==> src/rtl/core/relay_scanner_switch_sequencer_unit_defines.svh <==
// Assertion macros shared by the relay scanner sequencer RTL.
// Depends on nothing; the using module must have clk and rst in scope.
`ifndef RELAY_SCANNER_SWITCH_SEQUENCER_UNIT_DEFINES_SVH
`define RELAY_SCANNER_SWITCH_SEQUENCER_UNIT_DEFINES_SVH

// Same-cycle implication, checked at every rising edge outside reset.
`define RSSU_ASSERT_NOW(label, ante, cons, msg) \
  label: assert property (@(posedge clk) disable iff (rst) (ante) |-> (cons)) \
    else $error(msg);

// Next-cycle implication, checked at every rising edge outside reset.
`define RSSU_ASSERT_NEXT(label, ante, cons, msg) \
  label: assert property (@(posedge clk) disable iff (rst) (ante) |=> (cons)) \
    else $error(msg);

`endif

==> src/rtl/core/rssu_pkg.sv <==
// Shared types, codes and helper functions of the relay scanner sequencer.
// Depends on nothing; every other RTL module of the block uses it.
package rssu_pkg;

  // Channel count and plan sizes.
  localparam int NumChannelsDefault = 16;
  localparam int MaxOps             = 5;
  localparam int OpIdxW             = $clog2(MaxOps + 1);
  localparam int QueueDepth         = 2;

  // Expander bus constants.
  localparam logic [5:0] ExpBase       = 6'h20;
  localparam logic [5:0] ChipHiAddr    = 6'h04;
  localparam logic [1:0] RegOut0       = 2'h2;
  localparam logic [1:0] RegOut1       = 2'h3;
  localparam logic [7:0] CombinePin    = 8'h02;
  localparam logic [3:0] PartnerOffset = 4'd8;

  // Configuration register indexes.
  localparam logic [1:0] CfgMakeBeforeBreak = 2'd0;
  localparam logic [1:0] CfgPulseTicks      = 2'd1;
  localparam logic [1:0] CfgDebounceTicks   = 2'd2;

  // Reset values of the configuration registers.
  localparam logic [7:0] PulseTicksReset    = 8'd4;
  localparam logic [7:0] DebounceTicksReset = 8'd3;

  typedef enum logic [1:0] {
    KIND_SELECT = 2'd0,
    KIND_OPEN   = 2'd1,
    KIND_MODE   = 2'd2
  } kind_t;

  typedef enum logic [1:0] {
    ACT_STATUS = 2'd0,
    ACT_WRITE  = 2'd1,
    ACT_WAIT   = 2'd2
  } act_t;

  typedef enum logic {
    OP_PULSE = 1'b0,
    OP_WAIT  = 1'b1
  } op_kind_t;

  // Steps of one relay pulse in the back end.
  typedef enum logic [1:0] {
    SUB_SET   = 2'd0,
    SUB_HOLD  = 2'd1,
    SUB_CLEAR = 2'd2
  } sub_t;

  // One planned operation: a coil pulse or a debounce wait.
  typedef struct packed {
    op_kind_t    kind;
    logic        hi;       // chip 4 when set, chip 0 otherwise
    logic        port;
    logic [7:0]  pattern;
  } op_t;

  // Relay state after a command.
  typedef struct packed {
    logic       any_closed;
    logic [3:0] closed_channel;
    logic       four_wire;
  } snap_t;

  // One classified command as handed from front to back.
  typedef struct packed {
    op_t [MaxOps-1:0]  ops;
    logic [OpIdxW-1:0] n_ops;
    snap_t             snap;
  } desc_t;

  // Timing configuration seen by the back end.
  typedef struct packed {
    logic       make_before_break;
    logic [7:0] pulse_ticks;
    logic [7:0] debounce_ticks;
  } timing_t;

  // One result item.
  typedef struct packed {
    act_t       action;
    logic [5:0] bus_address;
    logic [1:0] register_index;
    logic [7:0] data_byte;
    logic [7:0] wait_ticks;
    logic       last;
    snap_t      snap;
  } res_t;

  // Pulse on a channel relay: close drives its pin, open drives the others.
  function automatic op_t chan_op(input logic [3:0] idx, input logic closing);
    op_t        op;
    logic [7:0] pin;
    pin        = 8'b1 << idx[2:0];
    op.kind    = OP_PULSE;
    op.hi      = ~idx[3];
    op.port    = idx[2];
    op.pattern = closing ? pin : ~pin;
    return op;
  endfunction

  // Pulse on the combine relay that follows the four-wire mode.
  function automatic op_t combine_op(input logic en);
    op_t op;
    op.kind    = OP_PULSE;
    op.hi      = 1'b1;
    op.port    = 1'b1;
    op.pattern = en ? CombinePin : ~CombinePin;
    return op;
  endfunction

  function automatic op_t wait_op();
    op_t op;
    op.kind    = OP_WAIT;
    op.hi      = 1'b0;
    op.port    = 1'b0;
    op.pattern = 8'h00;
    return op;
  endfunction

endpackage

==> src/rtl/core/rssu_front.sv <==
// Front end: configuration registers, relay state and command planning.
// Depends on rssu_pkg; feeds one plan per accepted item into the queue.
module rssu_front #(
  parameter int NUM_CHANNELS = rssu_pkg::NumChannelsDefault
) (
  input  logic              clk,
  input  logic              rst,
  input  logic              cfg_we,
  input  logic [1:0]        cfg_index,
  input  logic [7:0]        cfg_data,
  input  logic              push,
  input  logic              q_full,
  input  logic [1:0]        kind,
  input  logic [4:0]        channel,
  input  logic              enable,
  output logic              q_push,
  output rssu_pkg::desc_t   q_desc,
  output rssu_pkg::timing_t timing
);

  localparam logic [4:0] ChanLimit = 5'(NUM_CHANNELS);
  localparam logic [4:0] ChanHalf  = 5'(NUM_CHANNELS / 2);

  logic       closed_valid, closed_valid_next;
  logic [3:0] closed_index, closed_index_next;
  logic       four_wire, four_wire_next;

  rssu_pkg::op_t [rssu_pkg::MaxOps-1:0] ops;
  logic [rssu_pkg::OpIdxW-1:0]          op_cnt;
  rssu_pkg::op_t                        old_open, old_partner;
  logic [4:0]                           ch_eff;
  logic [3:0]                           ch4;

  // Configuration registers: the user must write them only while the block is idle; the block does not enforce this.
  always_ff @(posedge clk) begin
    if (rst) begin
      timing.make_before_break <= 1'b0;
      timing.pulse_ticks       <= rssu_pkg::PulseTicksReset;
      timing.debounce_ticks    <= rssu_pkg::DebounceTicksReset;
    end else if (cfg_we) begin
      if (cfg_index == rssu_pkg::CfgMakeBeforeBreak) begin
        timing.make_before_break <= cfg_data[0];
      end
      if (cfg_index == rssu_pkg::CfgPulseTicks) begin
        timing.pulse_ticks <= cfg_data;
      end
      if (cfg_index == rssu_pkg::CfgDebounceTicks) begin
        timing.debounce_ticks <= cfg_data;
      end
    end
  end

  assign q_push = push && !q_full;

  // Plan the operations of one command and the state it leaves behind.
  always_comb begin
    ops               = '0;
    op_cnt            = '0;
    closed_valid_next = closed_valid;
    closed_index_next = closed_index;
    four_wire_next    = four_wire;
    old_open          = rssu_pkg::chan_op(closed_index, 1'b0);
    old_partner       = rssu_pkg::chan_op(closed_index + rssu_pkg::PartnerOffset, 1'b0);
    // In four-wire mode the upper half of the channels folds onto the lower.
    ch_eff = (four_wire && channel >= ChanHalf) ? (channel >> 1) : channel;
    ch4    = ch_eff[3:0];

    unique case (rssu_pkg::kind_t'(kind))
      rssu_pkg::KIND_SELECT: begin
        if (channel < ChanLimit && !(closed_valid && closed_index == ch4)) begin
          // Break before make: open the old channel and settle first.
          if (!timing.make_before_break) begin
            if (closed_valid) begin
              ops[op_cnt] = old_open;
              op_cnt      = op_cnt + 1'b1;
              if (four_wire) begin
                ops[op_cnt] = old_partner;
                op_cnt      = op_cnt + 1'b1;
              end
            end
            ops[op_cnt] = rssu_pkg::wait_op();
            op_cnt      = op_cnt + 1'b1;
          end
          if (four_wire) begin
            ops[op_cnt] = rssu_pkg::chan_op(ch4 + rssu_pkg::PartnerOffset, 1'b1);
            op_cnt      = op_cnt + 1'b1;
          end
          ops[op_cnt] = rssu_pkg::chan_op(ch4, 1'b1);
          op_cnt      = op_cnt + 1'b1;
          // Make before break: settle, then open the old channel.
          if (timing.make_before_break) begin
            ops[op_cnt] = rssu_pkg::wait_op();
            op_cnt      = op_cnt + 1'b1;
            if (closed_valid) begin
              ops[op_cnt] = old_open;
              op_cnt      = op_cnt + 1'b1;
              if (four_wire) begin
                ops[op_cnt] = old_partner;
                op_cnt      = op_cnt + 1'b1;
              end
            end
          end
          closed_valid_next = 1'b1;
          closed_index_next = ch4;
        end
      end
      rssu_pkg::KIND_OPEN: begin
        if (closed_valid) begin
          ops[op_cnt] = old_open;
          op_cnt      = op_cnt + 1'b1;
          if (four_wire) begin
            ops[op_cnt] = old_partner;
            op_cnt      = op_cnt + 1'b1;
          end
        end
        closed_valid_next = 1'b0;
      end
      rssu_pkg::KIND_MODE: begin
        if (enable != four_wire) begin
          if (closed_valid) begin
            ops[op_cnt] = old_open;
            op_cnt      = op_cnt + 1'b1;
            if (four_wire) begin
              ops[op_cnt] = old_partner;
              op_cnt      = op_cnt + 1'b1;
            end
          end
          ops[op_cnt] = rssu_pkg::wait_op();
          op_cnt      = op_cnt + 1'b1;
          ops[op_cnt] = rssu_pkg::combine_op(enable);
          op_cnt      = op_cnt + 1'b1;
          closed_valid_next = 1'b0;
          four_wire_next    = enable;
        end
      end
      default: begin
        // The unused kind only reports status.
      end
    endcase

    q_desc.ops                 = ops;
    q_desc.n_ops               = op_cnt;
    q_desc.snap.any_closed     = closed_valid_next;
    q_desc.snap.closed_channel = closed_valid_next ? closed_index_next : 4'd0;
    q_desc.snap.four_wire      = four_wire_next;
  end

  // Relay state moves on as soon as an item is planned.
  always_ff @(posedge clk) begin
    if (rst) begin
      closed_valid <= 1'b0;
      closed_index <= 4'd0;
      four_wire    <= 1'b0;
    end else if (q_push) begin
      closed_valid <= closed_valid_next;
      closed_index <= closed_index_next;
      four_wire    <= four_wire_next;
    end
  end

endmodule

==> src/rtl/core/rssu_queue.sv <==
// Short plan queue between the front and back ends of the sequencer.
// Depends on rssu_pkg for the plan type and its depth.
module rssu_queue (
  input  logic            clk,
  input  logic            rst,
  input  logic            wr,
  input  rssu_pkg::desc_t wr_data,
  output logic            full,
  input  logic            rd,
  output logic            rd_valid,
  output rssu_pkg::desc_t rd_data
);

  localparam int PtrW = $clog2(rssu_pkg::QueueDepth);
  localparam int CntW = $clog2(rssu_pkg::QueueDepth + 1);
  localparam logic [CntW-1:0] DepthCnt = CntW'(rssu_pkg::QueueDepth);
  localparam logic [PtrW-1:0] LastPtr  = PtrW'(rssu_pkg::QueueDepth - 1);

  rssu_pkg::desc_t entries [rssu_pkg::QueueDepth];
  logic [PtrW-1:0] wr_ptr, rd_ptr;
  logic [CntW-1:0] count;

  assign full     = (count == DepthCnt);
  assign rd_valid = (count != '0);
  assign rd_data  = entries[rd_ptr];

  // Entry storage.
  always_ff @(posedge clk) begin
    if (wr) begin
      entries[wr_ptr] <= wr_data;
    end
  end

  // Pointers and fill count.
  always_ff @(posedge clk) begin
    if (rst) begin
      wr_ptr <= '0;
      rd_ptr <= '0;
      count  <= '0;
    end else begin
      if (wr) begin
        wr_ptr <= (wr_ptr == LastPtr) ? '0 : wr_ptr + 1'b1;
      end
      if (rd) begin
        rd_ptr <= (rd_ptr == LastPtr) ? '0 : rd_ptr + 1'b1;
      end
      if (wr && !rd) begin
        count <= count + 1'b1;
      end else if (rd && !wr) begin
        count <= count - 1'b1;
      end
    end
  end

endmodule

==> src/rtl/core/rssu_back.sv <==
// Back end: expands each plan into write, wait and status items.
// Depends on rssu_pkg and the assertion macros header.
`include "relay_scanner_switch_sequencer_unit_defines.svh"

module rssu_back (
  input  logic              clk,
  input  logic              rst,
  input  rssu_pkg::timing_t timing,
  input  logic              q_valid,
  input  rssu_pkg::desc_t   q_desc,
  output logic              q_pop,
  input  logic              pop,
  output logic              empty,
  output rssu_pkg::res_t    res
);

  localparam logic [rssu_pkg::OpIdxW-1:0] LastOp = rssu_pkg::OpIdxW'(rssu_pkg::MaxOps - 1);

  rssu_pkg::sub_t              sub, sub_next;
  logic [rssu_pkg::OpIdxW-1:0] op_idx, op_idx_next;
  logic [rssu_pkg::OpIdxW-1:0] op_sel;
  rssu_pkg::op_t               cur_op;
  rssu_pkg::res_t              res_next;
  logic                        out_valid;
  logic                        adv, issue, is_status;
  logic [5:0]                  op_addr;
  logic [1:0]                  op_reg;

  assign empty     = !out_valid;
  assign adv       = !out_valid || pop;
  assign issue     = adv && q_valid;
  assign is_status = (op_idx == q_desc.n_ops);
  assign op_sel    = (op_idx > LastOp) ? LastOp : op_idx;
  assign cur_op    = q_desc.ops[op_sel];
  assign op_addr   = rssu_pkg::ExpBase | (cur_op.hi ? rssu_pkg::ChipHiAddr : 6'h00);
  assign op_reg    = cur_op.port ? rssu_pkg::RegOut1 : rssu_pkg::RegOut0;

  // Step state: current op of the head plan and the step within a pulse.
  always_ff @(posedge clk) begin
    if (rst) begin
      sub    <= rssu_pkg::SUB_SET;
      op_idx <= '0;
    end else begin
      sub    <= sub_next;
      op_idx <= op_idx_next;
    end
  end

  // Next step and the result item it produces.
  always_comb begin
    sub_next                = sub;
    op_idx_next             = op_idx;
    q_pop                   = 1'b0;
    res_next.action         = rssu_pkg::ACT_STATUS;
    res_next.bus_address    = 6'h00;
    res_next.register_index = 2'h0;
    res_next.data_byte      = 8'h00;
    res_next.wait_ticks     = 8'h00;
    res_next.last           = 1'b0;
    res_next.snap           = q_desc.snap;
    if (issue) begin
      if (is_status) begin
        // Closing status item; the plan leaves the queue.
        res_next.last = 1'b1;
        q_pop         = 1'b1;
        op_idx_next   = '0;
        sub_next      = rssu_pkg::SUB_SET;
      end else if (cur_op.kind == rssu_pkg::OP_WAIT) begin
        res_next.action     = rssu_pkg::ACT_WAIT;
        res_next.wait_ticks = timing.debounce_ticks;
        op_idx_next         = op_idx + 1'b1;
      end else begin
        unique case (sub)
          rssu_pkg::SUB_SET: begin
            res_next.action         = rssu_pkg::ACT_WRITE;
            res_next.bus_address    = op_addr;
            res_next.register_index = op_reg;
            res_next.data_byte      = cur_op.pattern;
            sub_next                = rssu_pkg::SUB_HOLD;
          end
          rssu_pkg::SUB_HOLD: begin
            res_next.action     = rssu_pkg::ACT_WAIT;
            res_next.wait_ticks = timing.pulse_ticks;
            sub_next            = rssu_pkg::SUB_CLEAR;
          end
          rssu_pkg::SUB_CLEAR: begin
            res_next.action         = rssu_pkg::ACT_WRITE;
            res_next.bus_address    = op_addr;
            res_next.register_index = op_reg;
            sub_next                = rssu_pkg::SUB_SET;
            op_idx_next             = op_idx + 1'b1;
          end
          default: begin
            sub_next = rssu_pkg::SUB_SET;
          end
        endcase
      end
    end
  end

  // Output register valid flag.
  always_ff @(posedge clk) begin
    if (rst) begin
      out_valid <= 1'b0;
    end else if (adv) begin
      out_valid <= q_valid;
    end
  end

  // Output register payload.
  always_ff @(posedge clk) begin
    if (issue) begin
      res <= res_next;
    end
  end

  // Only the status item closes a run.
  `RSSU_ASSERT_NOW(a_last_is_status, out_valid && res.last, res.action == rssu_pkg::ACT_STATUS, "last set on a non-status item")
  // A pulse in progress always belongs to a real pulse op of the head plan.
  `RSSU_ASSERT_NOW(a_pulse_step_owner, sub != rssu_pkg::SUB_SET, q_valid && (op_idx < q_desc.n_ops) && (cur_op.kind == rssu_pkg::OP_PULSE), "pulse step without a pulse op")
  // The op pointer never runs past the head plan.
  `RSSU_ASSERT_NOW(a_op_idx_bound, q_valid, op_idx <= q_desc.n_ops, "op pointer past end of plan")
  // A coil write is always followed by its hold wait.
  `RSSU_ASSERT_NEXT(a_set_then_hold, issue && !is_status && (cur_op.kind == rssu_pkg::OP_PULSE) && (sub == rssu_pkg::SUB_SET), out_valid && (res.action == rssu_pkg::ACT_WRITE) && (sub == rssu_pkg::SUB_HOLD), "coil write not followed by hold step")

endmodule

==> src/rtl/core/relay_scanner_switch_sequencer_unit.sv <==
// Relay scanner switch sequencer: each accepted command (select a channel,
// open the current channel, or set four-wire mode) becomes a run of result
// items (expander output-register writes and waits) closed by one status item
// with last set. Every item of a run carries the relay state after the command.
// A command gives 1 to 14 items at the output: the back end issues one item
// per clock through its single output register while the receiver pops. The
// front end plans a command in the cycle it is accepted, so commands enter
// back to back until the two-entry plan queue that holds them for the back end is full.
// Depends on rssu_pkg, rssu_front, rssu_queue and rssu_back.
module relay_scanner_switch_sequencer_unit #(
  parameter int NUM_CHANNELS = rssu_pkg::NumChannelsDefault
) (
  input  logic       clk,
  input  logic       rst,
  input  logic       cfg_we,
  input  logic [1:0] cfg_index,
  input  logic [7:0] cfg_data,
  input  logic       push,
  output logic       full,
  input  logic [1:0] kind,
  input  logic [4:0] channel,
  input  logic       enable,
  output logic       empty,
  input  logic       pop,
  output logic [1:0] action,
  output logic [5:0] bus_address,
  output logic [1:0] register_index,
  output logic [7:0] data_byte,
  output logic [7:0] wait_ticks,
  output logic       last,
  output logic       any_closed,
  output logic [3:0] closed_channel,
  output logic       four_wire_on
);

  rssu_pkg::timing_t timing;
  rssu_pkg::desc_t   wr_desc, rd_desc;
  rssu_pkg::res_t    res;
  logic              q_push, q_pop, q_full, q_valid;

  assign full = q_full;

  // Front end: configuration, relay state and planning.
  rssu_front #(
    .NUM_CHANNELS(NUM_CHANNELS)
  ) u_front (
    .clk      (clk),
    .rst      (rst),
    .cfg_we   (cfg_we),
    .cfg_index(cfg_index),
    .cfg_data (cfg_data),
    .push     (push),
    .q_full   (q_full),
    .kind     (kind),
    .channel  (channel),
    .enable   (enable),
    .q_push   (q_push),
    .q_desc   (wr_desc),
    .timing   (timing)
  );

  // Plan queue between the two ends.
  rssu_queue u_queue (
    .clk     (clk),
    .rst     (rst),
    .wr      (q_push),
    .wr_data (wr_desc),
    .full    (q_full),
    .rd      (q_pop),
    .rd_valid(q_valid),
    .rd_data (rd_desc)
  );

  // Back end: item expansion and output register.
  rssu_back u_back (
    .clk    (clk),
    .rst    (rst),
    .timing (timing),
    .q_valid(q_valid),
    .q_desc (rd_desc),
    .q_pop  (q_pop),
    .pop    (pop),
    .empty  (empty),
    .res    (res)
  );

  // Result fields onto their ports.
  assign action         = res.action;
  assign bus_address    = res.bus_address;
  assign register_index = res.register_index;
  assign data_byte      = res.data_byte;
  assign wait_ticks     = res.wait_ticks;
  assign last           = res.last;
  assign any_closed     = res.snap.any_closed;
  assign closed_channel = res.snap.closed_channel;
  assign four_wire_on   = res.snap.four_wire;

endmodule

==> config.mk <==
export PLATFORM = sky130hd
export DESIGN_NAME = relay_scanner_switch_sequencer_unit
export DESIGN_NICKNAME = d
export VERILOG_FILES = /design/src/rtl/core/rssu_pkg.sv /design/src/rtl/core/rssu_front.sv /design/src/rtl/core/rssu_queue.sv /design/src/rtl/core/rssu_back.sv /design/src/rtl/core/relay_scanner_switch_sequencer_unit.sv
export VERILOG_INCLUDE_DIRS = /design/src /design/src/rtl/core
export SDC_FILE = /design/constraint.sdc
export NUM_CORES = 1
export LEC_CHECK = 0
export BUFFER_PORTS_ARGS = -buffer_cell sky130_fd_sc_hd__buf_2
export CAP_MARGIN = 20
export CORE_ASPECT_RATIO = 0.7
export CORE_MARGIN = 5
export CORE_UTILIZATION = 47
export CTS_CLUSTER_SIZE = 8
export DETAILED_ROUTE_END_ITERATION = 10
export GPL_ROUTABILITY_DRIVEN = 0
export PLACE_DENSITY = 0.67
export SLEW_MARGIN = 20
export SYNTH_ARGS = -nofsm -noshare
export SYNTH_HDL_FRONTEND = slang
export SYNTH_SLANG_ARGS = --single-unit
export TNS_END_PERCENT = 10
==> constraint.sdc <==
create_clock -name clk -period 4.45 [get_ports clk]
set_input_delay 0.2225 -clock clk [delete_from_list [all_inputs] [get_ports clk]]
set_output_delay 0.2225 -clock clk [all_outputs]
set_load 0.005 [all_outputs]
### Word level (Yosys, flattened, before mapping)

Memory sizes are Yosys's and may differ from the RTL's. A register that Yosys moved wholly into a read port is not among the register bits.
Cells that the tools add are included.

| cells by class | value |
|---|---|
| divide/modulo/power cells | 0 |
| bitwise gates (word level) | 17 |
| $lt $le $gt $ge | 20 |
| equal/unequal tests | 11 |
| $mul | 0 |
| reduce and logical (&&, ||, !) cells | 36 |
| multiplexer cells | 96 |
| add/sub/neg operators | 15 |
| shift-type cells | 4 |

Operators by type and width:

| operator | number |
|---|---|
| 55-bit two-way mux | 11 |
| 55-bit bitwise mux | 5 |
| 11-bit demux with 3-bit select | 8 |
| 50-bit NOT | 3 |
| 22-bit two-way mux | 6 |
| 20-bit by 50-bit bitwise AND with 50-bit output | 2 |
| 11-bit two-way mux | 9 |
| 22-bit case mux with 3 select lines | 1 |
| 33-bit case mux with 2 select lines | 1 |
| 3-bit two-way mux | 21 |
| 50-bit bitwise AND | 1 |
| 3-bit by 4-bit < comparator with 1-bit output (second input constant) | 9 |
| 11-bit binary-select mux with 3-bit select | 1 |
| 8-bit two-way mux | 4 |
| 1-bit by 3-bit left shift with 8-bit output (first input constant) | 4 |
| 3-bit by 1-bit adder with 3-bit output (second input constant) | 9 |
| 3-bit by 1-bit >= comparator with 1-bit output (second input constant) | 8 |
| 4-bit two-way mux | 4 |
| 8-bit NOT | 2 |
| 1-bit logical AND | 15 |
| 2-bit two-way mux | 7 |
| 1-bit two-way mux | 13 |
| 10-bit two-way mux | 1 |
| 2-bit by 5-bit OR with 5-bit output | 2 |
| 26 further kinds | 52 |

| storage, ports and cells | value |
|---|---|
| output and inout port bits | 35 |
| bits of input ports | 23 |
| memories kept | 1 |
| latch bits | 0 |
| register bits | 66 |
| memory bits (writable) | 128 |
| bits in read-only memories | 0 |
| word-level logic and storage cells | 223 |

Memory list:

| memory | depth | bits a word | read ports | clocked after memory_dff | write ports | line | source |
|---|---|---|---|---|---|---|---|
| u_queue.entries | 2 | 64 | 1 | 1 | 1 | rssu_queue.sv:19 | `rssu_pkg::desc_t entries [rssu_pkg::QueueDepth];` |

### Logic depth before layout (Yosys ltp)

| logic depth | value |
|---|---|
| depth after elaboration | 31 |
| mapped depth | 18 |
| gate-level depth less buffers | 14 |

### Hierarchy

From an unflattened synthesis, not the netlist that was laid out.

| second synthesis, totals | value |
|---|---|
| cells, all modules | 853 |
| area, all modules | 9982.1 µm² |

By module, submodules not included:

| module | instances | cells an instance | area an instance (µm²) | sequential area each (µm²) |
|---|---|---|---|---|
| rssu_queue | 1 | 221 | 4849.7 | 3943.8 |
| rssu_front | 1 | 480 | 3191.8 | 460.4 |
| rssu_back | 1 | 152 | 1940.6 | 991.0 |

### Worst setup path after synthesis

No wires, ideal clock.

| timing path | value |
|---|---|
| path kind | reg2reg |
| from | register u_front.four_wire |
| to | memory u_queue.entries[0][26] in the netlist's numbering (data pin) |
| buffers on the path | 5 |
| required time | 4167 ps |
| stages on the path, launching flop included | 18 |
| setup slack | 567 ps |
| arrival time | 3600 ps |
| cell sequence | dfxtp_1 -> buf_2 -> buf_2 -> clkbuf_1 -> buf_1 -> nor2_1 -> nor2_1 -> ha_1 -> nand2_1 -> o21ai_0 -> ha_1 -> xor2_2 -> xor2_1 -> nand3_1 -> and3_1 -> clkbuf_1 -> a22oi_1 -> o221ai_1 |

RTL lines:

| element | line | source |
|---|---|---|
| from (decl) | rssu_front.sv:26 | `logic four_wire, four_wire_next;` |
| from (signal assigned) | rssu_front.sv:157 | `four_wire <= four_wire_next;` |
| to (decl) | rssu_queue.sv:19 |  |

==> results.md <==
- Clk slew on worst S/H paths: 80 ps
- Initial antenna violation count: 0
- Core region area: 19800 µm²
- Setup repair after global routing missed its margin: false
- PortBufs: 53
- Post-CTS setup buffer count: 0
- Sinks on the clock net: roughly 190
- Primary flip-flop cell chosen by synthesis mapping: sky130_fd_sc_hd__edfxtp_1
- Path category of the worst min-delay check: in2reg
- Synth top area cells: sky130_fd_sc_hd__edfxtp_1 50%, sky130_fd_sc_hd__dfxtp_1 7.2%, sky130_fd_sc_hd__mux2i_1 5.1%, sky130_fd_sc_hd__mux4_2 4.8%, sky130_fd_sc_hd__nor2_1 2.9%
- Detailed-route vias per instance: 6.07
- Startpoint Class: flip-flop
- Layout Skew: 11.6 ps
- Sequential share of the synthesized area: 0.572
- Overall global routing resource usage: 0.205
- Maximum clock frequency: roughly 0.26 GHz
- Synth async-reset ratio: 0
- Hold buffer count at cts: 0
- Number of enable flip-flop cells after synthesis: ~160
- Largest net degree at the start of global routing: 65
- Met2 WL post-DR: 9.66 mm
- Layout Area Growth over Synthesis: 10.9%
- Die Width: approximately 180 µm
- Run status: finished, final reports clean
- Met1 wire length: about 11 mm
- Count leader, synth: sky130_fd_sc_hd__edfxtp_1
- Final-layout fill cell count: about 1700
- Cell row count: 43
- Final nets: about 830
- I/O pin cnt: between 50 and 60
- Count of unique library cells instantiated by Yosys: just under 80
- Footprint of the multi-input gates: about 3700 µm²
- DRC violation count after routing: 0
- Setup crit end kind: flip-flop
- Worst Setup Path Type: reg2reg
- Routed met3 length: 2.60 mm
- Maximum number of buffers from clock root to sink: 2
- Final setup violation count: 0
- Critical Path AT: ~4100 ps
- # H-tree levels: 4
- Total Die Area: 23100 µm²
- Residual overflow from global routing: 0
- Worst rel slew slack: 0.296
- Antenna Cells: 0
- TritonCTS clock tree: built
- Max-cap check violation count: 0
- Master cell of the clock root buffer: sky130_fd_sc_hd__clkbuf_16
- Clk Latency, worst-skew pair: about 430 ps
- Total Power: 5.64 mW
- Number of optimization iterations in the first detailed-route pass: 6
- Area fraction of the dominant cell type after synthesis: 0.499
- Worst EP required: around 4700 ps
- Cell types with the highest counts after synthesis: 157 x sky130_fd_sc_hd__edfxtp_1, 72 x sky130_fd_sc_hd__nor2_1, 51 x sky130_fd_sc_hd__nand2_1
- First-pass GRT wire length: ~36 mm
- Cells after Synth: between 700 and 800
- Total wire length after detailed routing: between 20 and 25 mm
- Actual transition at the worst max-transition pin: around 1100 ps
- Tcrit/Tclk final: 0.867
- Starting utilization of the core area: 0.477
- Quantity of gates resized following cts: 0
- Vias in the first global route: roughly 6400
- Cell leakage power: around 3.7 nW
- Number of DRC markers in iteration 0: around 1000
- Largest vdd supply drop: between 0.0002 and 0.0003 V
- Die span in y: approximately 130 µm
- Highest layer used for signal routing: met4
- Detail-routed net length per standard cell: between 20 and 25 µm
- Max Fanout on Critical Path: 24
- Final number of hold-violating endpoints: 0
- Share of cells above drive strength 1: 0.179
- Number of buffers created by CTS: 17
- Routed via count: roughly 6600
- Syn Area/Cell: approximately 12 µm²
- Final Max Slew Viols: 0
- Post-Place Setup Slack: 738 ps
- Register area: around 5400 µm²
- Setup slack after layout: between 500 and 600 ps
- Synth Warn #: 0
- TNS Setup: 0 ps
- Cell type with the largest total area after synthesis: sky130_fd_sc_hd__edfxtp_1
- Cell area after synthesis: approximately 9400 µm²
- Total power density per cell area: around 540 nW/µm²
- FF+latch count, synth: 191
- Final antenna-violating net count: 0
- DPL Wire Length: ~16 mm
- Clock period minus worst slack: about 3900 ps
## metrics by stage
step / instances / instance area, µm² / util / hold slack, ps
after floorplan: 779 / 9450 / - / 348
after global placement: 1055 / 9890 / 0.499 / 454
after detailed placement: 1055 / 9890 / 0.499 / 459
after CTS: 1087 / 10500 / 0.529 / 16.7
after global routing: 1087 / 10500 / 0.529 / 34.8
final: 1087 / 10500 / 0.529 / 30.8
## cells by family after synthesis
family,share of synthesized area
fa+ha+maj,0.00928
flops,0.572
mux,0.110
simple gates,0.118
compound gates,0.135
buf+inv,0.0362
xor+xnor,0.0199
other cells,0.000397
## per-layer routing
layer,GRT usage,vias to the layer above
met5,0,-
met4,0.0519,0
met3,0.0599,33
met2,0.285,341
met1,0.316,3202
li1,-,3019
## cells in the final DEF (no fill, tap or decap), drive strengths merged, types with 4 or more instances in the layout
cell    count
xnor2      10
o22a        8
clkbuf     18
edfxtp    157
mux4       20
ha          7
conb        4
a21oi      26
nor3       17
nand2b     13
nor2       72
nand3      15
and2        8
nor2b       9
nor3b       5
nand2      52
buf        64
nor4        6
clkinv      9
a22oi      34
xor2        8
nand3b      6
and3        8
o21ai      34
mux2i      49
or3         4
o22ai      10
o221ai      4
dfxtp      34
o211ai      9
a22o        9
inv        22
a31oi       4
mux2        8
## final cells by class
type / count / share of cell area
sequential: 191 / 0.516
tap: 270 / 0.0323
clock inverter: 14 / 0.0145
clock buffer: 18 / 0.0410
timing repair buffer: 64 / 0.0332
inverter: 19 / 0.00681
multi-input combinational: 511 / 0.357
## state kept, by name, indices dropped and copies added, names as in the netlist, named ones only
| register | cells |
|---|---|
| u_front.closed_valid | 1 |
| u_back.op_idx | 3 |
| u_queue.rd_ptr | 1 |
| u_queue.entries | 128 |
| u_front.closed_index | 4 |
| u_queue.wr_ptr | 1 |
| u_front.four_wire | 1 |
| u_back.sub | 2 |
| u_front.timing | 17 |
| u_back.out_valid | 1 |
| u_queue.count | 2 |
| u_back.res | 29 |
## worst max-delay path, cell delays in order, from the launching register on
cell                       delay (ps)
sky130_fd_sc_hd__dfxtp_1          340
sky130_fd_sc_hd__buf_4            260
sky130_fd_sc_hd__nand2b_1         180
sky130_fd_sc_hd__inv_1            160
sky130_fd_sc_hd__ha_1             300
sky130_fd_sc_hd__nand2_1           80
sky130_fd_sc_hd__o21ai_0          200
sky130_fd_sc_hd__ha_1             330
sky130_fd_sc_hd__xor2_2           250
sky130_fd_sc_hd__xor2_1           490
sky130_fd_sc_hd__nand2_1          190
sky130_fd_sc_hd__a21oi_1          370
sky130_fd_sc_hd__a21boi_1         180
sky130_fd_sc_hd__o221ai_1         310
## where the power goes
part,leakage (nW),total (mW),internal (mW),switching (mW)
logic,1.63,1.60,0.634,0.965
clock network,0.282,1.49,0.792,0.702
registers,1.80,2.55,2.40,0.147
## worst paths after layout
check	from	end	slack [ps]	cells past startpoint
worst min-delay path	cfg_data[2]	u_front.timing[10]$_SDFFE_PP1P_	30	3
worst max register to register	u_front.closed_valid$_SDFFE_PP0P_	u_queue.entries[1][23]$_DFFE_PP_	590	13
worst min register to register	u_back.out_valid$_SDFFE_PP0P_	u_back.out_valid$_SDFFE_PP0P_	500	2
worst max-delay path	u_front.closed_valid$_SDFFE_PP0P_	u_queue.entries[1][23]$_DFFE_PP_	590	13
Note: power is estimated with default switching activity, not from simulation.
